$ cat src/rtl/core/bmhpq_pkg.sv
// ----------------------------------------------------------------------------
// bmhpq_pkg
// Shared types and constants for the binary max-heap priority queue.
// ----------------------------------------------------------------------------
package bmhpq_pkg;

   localparam int DATA_W   = 32;
   localparam int PRIO_W   = 16;
   localparam int STATUS_W = 2;
   localparam int COUNT_W  = 7;

   localparam logic MODE_INSERT = 1'b0;
   localparam logic MODE_REMOVE = 1'b1;

   localparam logic [STATUS_W-1:0] STATUS_DONE  = 2'd0;
   localparam logic [STATUS_W-1:0] STATUS_EMPTY = 2'd1;
   localparam logic [STATUS_W-1:0] STATUS_FULL  = 2'd2;

   typedef struct packed {
      logic              mode;
      logic [DATA_W-1:0] entry_data;
      logic [PRIO_W-1:0] entry_priority;
   } req_type;

   typedef struct packed {
      logic [DATA_W-1:0]   front_data;
      logic [PRIO_W-1:0]   front_priority;
      logic [STATUS_W-1:0] status;
      logic [COUNT_W-1:0]  entry_count;
   } rsp_type;

   typedef struct packed {
      logic [DATA_W-1:0] data;
      logic [PRIO_W-1:0] prio;
   } entry_type;

   // controller -> datapath
   typedef struct packed {
      logic accept;       // take a new request
      logic rd_parent;    // read parent of pos
      logic up_move;      // write parent into pos, step pos up
      logic rm_load;      // latch removed root and last entry
      logic rd_children;  // read both children of pos
      logic dn_move;      // write larger child into pos, step pos down
      logic wr_item;      // write held entry into pos
      logic out_load;     // load the result register
   } cmd_type;

   // datapath -> controller
   typedef struct packed {
      logic full;
      logic empty;
      logic pos_zero;
      logic up_swap;
      logic count_zero;
      logic dn_leaf;
      logic dn_swap;
   } stat_type;

endpackage

$ cat src/rtl/core/bmhpq_ctrl.sv
// ----------------------------------------------------------------------------
// bmhpq_ctrl
// Sequencer for insert, remove and the sift loops; owns the result valid.
// ----------------------------------------------------------------------------
module bmhpq_ctrl import bmhpq_pkg::*; (
   input  logic     clock,
   input  logic     reset,
   input  logic     req_valid,
   output logic     req_stall,
   input  logic     req_mode,
   output logic     rsp_valid,
   input  logic     rsp_stall,
   input  stat_type stat,
   output cmd_type  cmd
);

   typedef enum logic [7:0] {
      S_IDLE   = 8'b0000_0001,
      S_UP_RD  = 8'b0000_0010,
      S_UP_CMP = 8'b0000_0100,
      S_RM_LD  = 8'b0000_1000,
      S_DN_RD  = 8'b0001_0000,
      S_DN_CMP = 8'b0010_0000,
      S_DONE   = 8'b0100_0000,
      S_SPARE  = 8'b1000_0000
   } state_type;

   state_type state_ff, state_in;
   logic      rsp_valid_ff, rsp_valid_in;

   assign req_stall = state_ff != S_IDLE;
   assign rsp_valid = rsp_valid_ff;

   always_comb begin
      state_in = state_ff;
      cmd      = '0;
      case (state_ff)
         S_IDLE: begin
            if (req_valid) begin
               cmd.accept = 1'b1;
               if (req_mode == MODE_INSERT) begin
                  state_in = stat.full ? S_DONE : S_UP_RD;
               end else begin
                  state_in = stat.empty ? S_DONE : S_RM_LD;
               end
            end
         end
         S_UP_RD: begin
            if (stat.pos_zero) begin
               cmd.wr_item = 1'b1;
               state_in    = S_DONE;
            end else begin
               cmd.rd_parent = 1'b1;
               state_in      = S_UP_CMP;
            end
         end
         S_UP_CMP: begin
            if (stat.up_swap) begin
               cmd.up_move = 1'b1;
               state_in    = S_UP_RD;
            end else begin
               cmd.wr_item = 1'b1;
               state_in    = S_DONE;
            end
         end
         S_RM_LD: begin
            cmd.rm_load = 1'b1;
            state_in    = stat.count_zero ? S_DONE : S_DN_RD;
         end
         S_DN_RD: begin
            if (stat.dn_leaf) begin
               cmd.wr_item = 1'b1;
               state_in    = S_DONE;
            end else begin
               cmd.rd_children = 1'b1;
               state_in        = S_DN_CMP;
            end
         end
         S_DN_CMP: begin
            if (stat.dn_swap) begin
               cmd.dn_move = 1'b1;
               state_in    = S_DN_RD;
            end else begin
               cmd.wr_item = 1'b1;
               state_in    = S_DONE;
            end
         end
         S_DONE: begin
            // hold until the result register is free
            if (!rsp_valid_ff || !rsp_stall) begin
               cmd.out_load = 1'b1;
               state_in     = S_IDLE;
            end
         end
         default: begin
            state_in = S_IDLE;
         end
      endcase
   end

   always_comb begin
      rsp_valid_in = rsp_valid_ff;
      if (cmd.out_load) begin
         rsp_valid_in = 1'b1;
      end else if (!rsp_stall) begin
         rsp_valid_in = 1'b0;
      end
   end

   always_ff @(posedge clock) begin
      if (reset) begin
         state_ff     <= S_IDLE;
         rsp_valid_ff <= 1'b0;
      end else begin
         state_ff     <= state_in;
         rsp_valid_ff <= rsp_valid_in;
      end
   end

endmodule

$ cat config.mk
export PLATFORM = sky130hd
export DESIGN_NAME = bmhpq_ctrl
export DESIGN_NICKNAME = d
export VERILOG_FILES = /design/src/rtl/core/bmhpq_pkg.sv /design/src/rtl/core/bmhpq_ctrl.sv
export SDC_FILE = /design/constraint.sdc
export NUM_CORES = 1
export LEC_CHECK = 0
export BUFFER_PORTS_ARGS = -buffer_cell sky130_fd_sc_hd__buf_4
export CORE_MARGIN = 1.5
export CORE_UTILIZATION = 44
export DETAILED_ROUTE_END_ITERATION = 8
export PLACE_DENSITY = 0.72
export SLEW_MARGIN = 20
export SYNTH_ARGS = -nofsm -noshare
export SYNTH_HDL_FRONTEND = slang
export SYNTH_SLANG_ARGS = --single-unit
$ cat constraint.sdc
create_clock -name clock -period 2.2 [get_ports clock]
set_clock_uncertainty 0.1 [all_clocks]
set_input_delay 0 -clock clock [delete_from_list [all_inputs] [get_ports clock]]
set_output_delay 0 -clock clock [all_outputs]
set_load 0.01 [all_outputs]
-- Yosys cells after proc, flatten, opt, wreduce, memory -nomap -nowiden
Cells that the tools add are included.
- register bits after elaboration: 9
- output and inout bits: 10
- equality and inequality tests: 11
- muxes and demuxes: 31
- reductions and logical operators: 4
- operators with widths (operator ; number):
    $mux W7 ; 8
    $pmux W8 S7 ; 1
    $mux W1 ; 19
    $mux W8 ; 2
    $eq A8 B1 Y1 const B ; 1
    $eq A8 B2 Y1 const B ; 1
    $eq A8 B3 Y1 const B ; 1
    $eq A8 B4 Y1 const B ; 1
    $eq A8 B5 Y1 const B ; 1
    $eq A8 B6 Y1 const B ; 1
    $eq A8 B7 Y1 const B ; 1
    $ne A8 B1 Y1 const B ; 1
    $ne A2 B2 Y1 const B ; 2
    $pmux W1 S4 ; 1
    $logic_not A1 Y1 ; 2
    $ne A2 B1 Y1 const B ; 1
    $reduce_and A2 Y1 ; 1
    $logic_or A1 B1 Y1 ; 1

-- Depth between registers and ports, before layout
Gate-level depths: netlist of run 1.
- word-level depth: 5
- gate-level depth with buffers: 5

-- Least setup slack after synthesis of run 1
Ideal clock, no wire load.
- path kind: register to register
- from: register state_ff[3]
- to: register state_ff[6]
- library setup time: 138 ps
- arrival: 1402 ps
- setup slack: 559 ps
- cell stages (with the launch flop): 6
- buffers on the path: 1
- cell sequence: dfxtp_1 -> buf_6 -> or4b_4 -> o31a_1 -> o311ai_0 -> o22ai_1
- longest elaborated chain between the ends: 3
- elaborated cells on any way between the ends: 11
- those cells by class: 9 x eq/ne; 1 x mux; 1 x reduce/logical
- ends and longest elaborated chain (element ; RTL line ; source):
    start: declaration ; bmhpq_ctrl.sv:28 ; state_type state_ff, state_in;
    start signal: assignment ; bmhpq_ctrl.sv:115 ; state_ff <= state_in;
    $eq A8 B7 Y1 or $eq A8 B1 Y1 (tied branches) ; bmhpq_ctrl.sv:37 ; case (state_ff)
    $ne A2 B2 Y1 (no line) ; -- ;
    $reduce_and A2 Y1 (no line) ; -- ;
Several ways; a longest one is shown, not always the timed one.
A chain may end at the register's enable or synchronous reset.

==> flow_summary.ini, run 1 <==
[status]
outcome = finished clean

[routing]
first_pass_iters = 4
via_count = 623
wl_per_cell_um = 13.9
totalWireLength_mm = 1.51
postRouteAntennaNets = 0
drc = 0
vias_per_cell = 5.72
drt_first_iter_violations = 19

[synthesis]
synth_ff_type = dfxtp_1
syn_nets = 82
synth-edff-count = 0
synth_cells = 70
netlist.area_leader.share = 0.276
synthArstFlopShare = 0
yosysSeqAreaShare = 0.276
post_synth.cell_area_avg_um2 = 8.29
synth-seq-cells = 8
synth_cell_type_count = 38
yosysWarnings = 0
yosysTopAreaCell = dfxtp_1
syn_area_um2 = 581
synthTopCellsByArea = dfxtp_1 28%, nor3_1 4.3%, nor2_1 3.9%, nor3b_1 3.9%, a21oi_1 3.4%

[timing]
rsz0062_at_grt = false
hold_viol = 0
setup_ws_ns = 0.360
whs_ns = 0.0238
slew_headroom = 0.741
final.setup.tns_ns = 0
layout_worst_path_cycle_share = 0.836
slew_viol_final = 0
layout_min_cycle_time_ns = 1.84
fmax_mhz = 543
worst_pin_slew_ns = 0.379
setup_viol = 0

[finish]
fin_nets = 109
final_cell_mix = 21 x buf_4, 8 x dfxtp_1, 7 x dlygate4sd3_1, 6 x nor2_1, 5 x nor3_1
syn_to_final_growth_pct = 39.2
final_cell_count_no_fill = 109
final_common_cell = buf_4
regArea_um2 = 160
antenna_cells = 0
drive_gt1_frac = 0.337
fillers = 102
multi_input_area_um2 = 373

[grt]
grt-ovfl-total = 0
grt_pass1_wl_mm = 2.31
grt_max_degree = 11
grt_pass1_vias = 556
antenna_found_initial = 0
grt_usage = 0.243

[floorplan]
die_area_um2 = 1550
start_util = 0.496
fp.dieH_um = 39.3
core_um2 = 1170
die-width_um = 39.3
std_cell_rows = 12
io_pins = 22

[power]
power_frac_comb = 0.285
p_switching_mw = 0.115
worst_ir_drop_vdd_mv = 0.329
p_sw_frac = 0.293
intPower_mw = 0.277
leakagePower_nw = 0.394
p_seq_frac = 0.412
power_frac_clock = 0.303
power_density_nw_per_um2 = 484

[critical_path]
worstReg2RegStart = state_ff[1]
crit_fanout = 9
endpoint_kind = primary output
rrSetupSlack_ns = 0.42
cp.arrival_ns = 1.74
timing.rr.end = rsp_valid
cp-start-kind = flop
r2r_cells = 4
required_ns = 2.10
critical_path_class = flop to primary output

[clock_network]
cts_tree = done
clock-sinks = 8
htreeDepth = 1
path_clk_slew_ns = 0.06
clkLatencyLatePin_ns = 0.27
root_buffer = clkbuf_4
cts_buffer_depth = 2
cts.repair.resized = 0
numCtsBuffers = 3
cts_setup_buffers = 0

[place]
numPortBuffers = 21
gp_congestion = 0.834
dpl_worst_slack_ns = 0.492
placedCellCount = 99
hpwl_mm = 1.10

[hold_path]
worstHoldPathCells = 3
hold_path_end = state_ff[3]
hold_class = input port to flop
hold_start = req_valid

[job]
drv_cap = 0
## routing by layer
metal	global-route usage	up-vias	routed length, um
met5	0	-	0
met4	0.155	0	46
met3	0.102	4	78
met2	0.375	21	696
met1	0.272	286	690
li1	-	312	-
## cells in the mapped netlist (all sizes together) (2+ instances only)
| library cell | count |
|---|---|
| o211a | 2 |
| nor3 | 6 |
| nor3b | 3 |
| and2 | 3 |
| buf | 5 |
| nand3b | 2 |
| nor2 | 6 |
| and4b | 2 |
| and3 | 3 |
| and4 | 2 |
| or2 | 3 |
| dfxtp | 8 |
| a21oi | 4 |
| inv | 2 |
## per-stage QoR
step / util / total power, mW / cell area, um^2
detailed placement: 0.611 / 0.266 / 716
global placement: 0.611 / 0.266 / 716
CTS: 0.690 / 0.396 / 808
finish: 0.690 / 0.391 / 808
floorplan: - / 0.226 / 581
global route: 0.690 / 0.413 / 808
## power by group through the flow
stage          combinational [mW]  sequential [mW]  clock (mW)
3_3_place_gp                0.101            0.164           0
6_report                    0.112            0.161       0.118
4_1_cts                     0.111            0.161       0.124
2_1_floorplan              0.0663            0.160           0
5_1_grt                     0.123            0.162       0.127
3_5_place_dp                0.102            0.164           0
## cell type report
class                      instances  share of cell area
clock buffer                       3              0.0279
tap                               14              0.0217
sequential                         8               0.198
multi-input combinational         54               0.461
timing repair buffer              28               0.282
inverter                           2             0.00929
## critical path, cell delays in order (launching register included)
cell and delay [ns]:
dfxtp_1 0.40, or4b_4 0.59, nor3_2 0.19, and2_2 0.19, buf_4 0.11
## worst max path at each step
stage,start,endpoint,cells after the start
floorplan,state_ff[3],state_ff[6],5
detailed placement,state_ff[3],state_ff[6],4
global route,state_ff[3],cmd[7],4
finish,state_ff[3],cmd[7],4
global placement,state_ff[3],state_ff[6],4
CTS,state_ff[3],cmd[7],4
## what timing repair did
action                     4_1_cts  5_1_grt
setup endpoints to repair        0        0
hold buffers                     7        0
hold endpoints to repair         6        0
## sequential cells by signal (all words and copies together), names as in the netlist
register   cells
state_ff       7
rsp_valid      1
## kinds of logic after synthesis
group	count (synthesis)	share of synthesized area
buffers and inverters	8	0.0819
DFF	8	0.276
xor gates and xnor gates	1	0.0151
and+or+nand+nor	37	0.416
AOI/OAI and AO/OA	15	0.194
muxes	1	0.0172
Power figures use the tool's default switching activity.
==> run 2: changes to the inputs <==
Clock period 2.2 ns to 1.8 ns, I/O delays scaled along.
==> flow_summary.ini, run 2 (same netlist as run 1, synthesis figures left out) <==
[timing]
fmax_mhz = 574
setup_viol = 0
hold_viol = 0
slew_viol_final = 0
layout_worst_path_cycle_share = 0.968
worst_pin_slew_ns = 0.428
layout_min_cycle_time_ns = 1.74
whs_ns = 0.0489
setup_ws_ns = 0.0582
slew_headroom = 0.707

[finish]
largest_reg_flops = 7
final_cell_count_no_fill = 111
top_register = state_ff
drive_gt1_frac = 0.423
fin_nets = 111
syn_to_final_growth_pct = 48.3
final_common_cell = buf_4
antenna_cells = 0
final_area_um2 = 861
final_cell_mix = 22 x buf_4, 7 x dlygate4sd3_1, 6 x nor2_1, 5 x dfxtp_1, 4 x a21oi_1

[job]
drv_cap = 0

[place]
numPortBuffers = 21
hpwl_mm = 1.09
post_dp_cell_area_um2 = 731
dpl_worst_slack_ns = 0.0823
gp_congestion = 0.873
placedCellCount = 101

[routing]
drt_first_iter_violations = 7
totalWireLength_mm = 1.71
vias_per_cell = 5.81
postRouteAntennaNets = 0
via_count = 645
first_pass_iters = 4
drc = 0
wl_per_cell_um = 15.4

[power]
power_density_nw_per_um2 = 577
power_mw = 0.497
power_frac_clock = 0.285
p_switching_mw = 0.148
worst_ir_drop_vdd_mv = 0.338
intPower_mw = 0.349
p_seq_frac = 0.393
power_frac_comb = 0.322
leakagePower_nw = 0.413
p_sw_frac = 0.298

[critical_path]
crit_fanout = 8
critical_path_class = flop to primary output
cp_cell_sequence = buf_4 -> or3_1 -> a211oi_2 -> or2_2 -> buf_4
required_ns = 1.70
cp.buffers_inverters = 2
cp-start-kind = flop
cpMaxStageDelayCell = or3_1
cp_top_family = simple AND/OR/NAND/NOR gates
cp.arrival_ns = 1.64
cp_common_cell = buf_4
endpoint_kind = primary output
cpPeakStageDelay_ns = 0.37

[floorplan]
io_pins = 22
core_um2 = 1170
start_util = 0.496
die-width_um = 39.3
fp.dieH_um = 39.3
die_area_um2 = 1550
std_cell_rows = 12

[clock_network]
htreeDepth = 1
root_buffer = clkbuf_4
cts_buffer_depth = 2
clkLatencyLatePin_ns = 0.26
clock-sinks = 8
cts_setup_buffers = 0
numCtsBuffers = 3
path_clk_slew_ns = 0.05
cts_tree = done

[status]
outcome = finished clean

[grt]
grt_pass1_vias = 544
grt-ovfl-total = 0
grt_pass1_wl_mm = 2.44
grt_max_degree = 11
grt_usage = 0.259
antenna_found_initial = 0

[hold_path]
hold_class = input port to flop
==> run 2: changes by cell type in the layout (fill, tap and decap cells not counted), sizes merged <==
cell / previous run / this run
buf: 21 / 23
==> run 2: final timing paths <==
check | startpoint | end | slack (ns) | cells past startpoint
min | req_valid | state_ff[3] | 0.05 | 3
max | state_ff[3] | cmd[1] | 0.06 | 5
min reg2reg | rsp_valid | state_ff[6] | 0.53 | 3
max reg2reg | state_ff[3] | rsp_valid | 0.09 | 5
==> run 2: power groups by stage <==
stage	logic, mW	registers [mW]	clock network [mW]
after global placement	0.129	0.199	0
after floorplan	0.0811	0.195	0
final	0.160	0.195	0.142
after global routing	0.174	0.195	0.166
after CTS	0.147	0.194	0.148
after detailed placement	0.131	0.198	0
==> run 2: tightest hold or removal path: cells and delay by family <==
family | cells | cell delay (ns)
buffers and inverters | 1 | 0.08
AND/OR/NAND/NOR | 2 | 0.29
==> run 2: timing repair <==
item,in CTS,in global routing
gates resized for setup,1,10
setup endpoints to repair,1,6
endpoints found under the hold margin,6,0
hold buffers,7,0
pin swaps,0,0
==> run 2: per-stage QoR <==
| stage | utilization | TNS, ns |
|---|---|---|
| floorplan | - | 0 |
| global placement | 0.624 | 0 |
| detailed placement | 0.624 | 0 |
| CTS | 0.708 | 0 |
| global route | 0.735 | -0.00634 |
| finish | 0.735 | 0 |
==> run 2: cell type report <==
cell class                      count  area [um^2]
Tap cell                           14         17.5
Sequential cell                     8          166
Inverter                            2         7.51
Multi-Input combinational cell     54          400
Timing Repair Buffer               30          246
Fill cell                          96          310
Clock buffer                        3         22.5
==> run 2: layer usage <==
metal	wire (um)	track usage	vias up
li1	-	-	318
met1	759	0.309	299
met2	819	0.383	21
met3	77	0.102	7
met4	51	0.155	0
met5	0	0	-
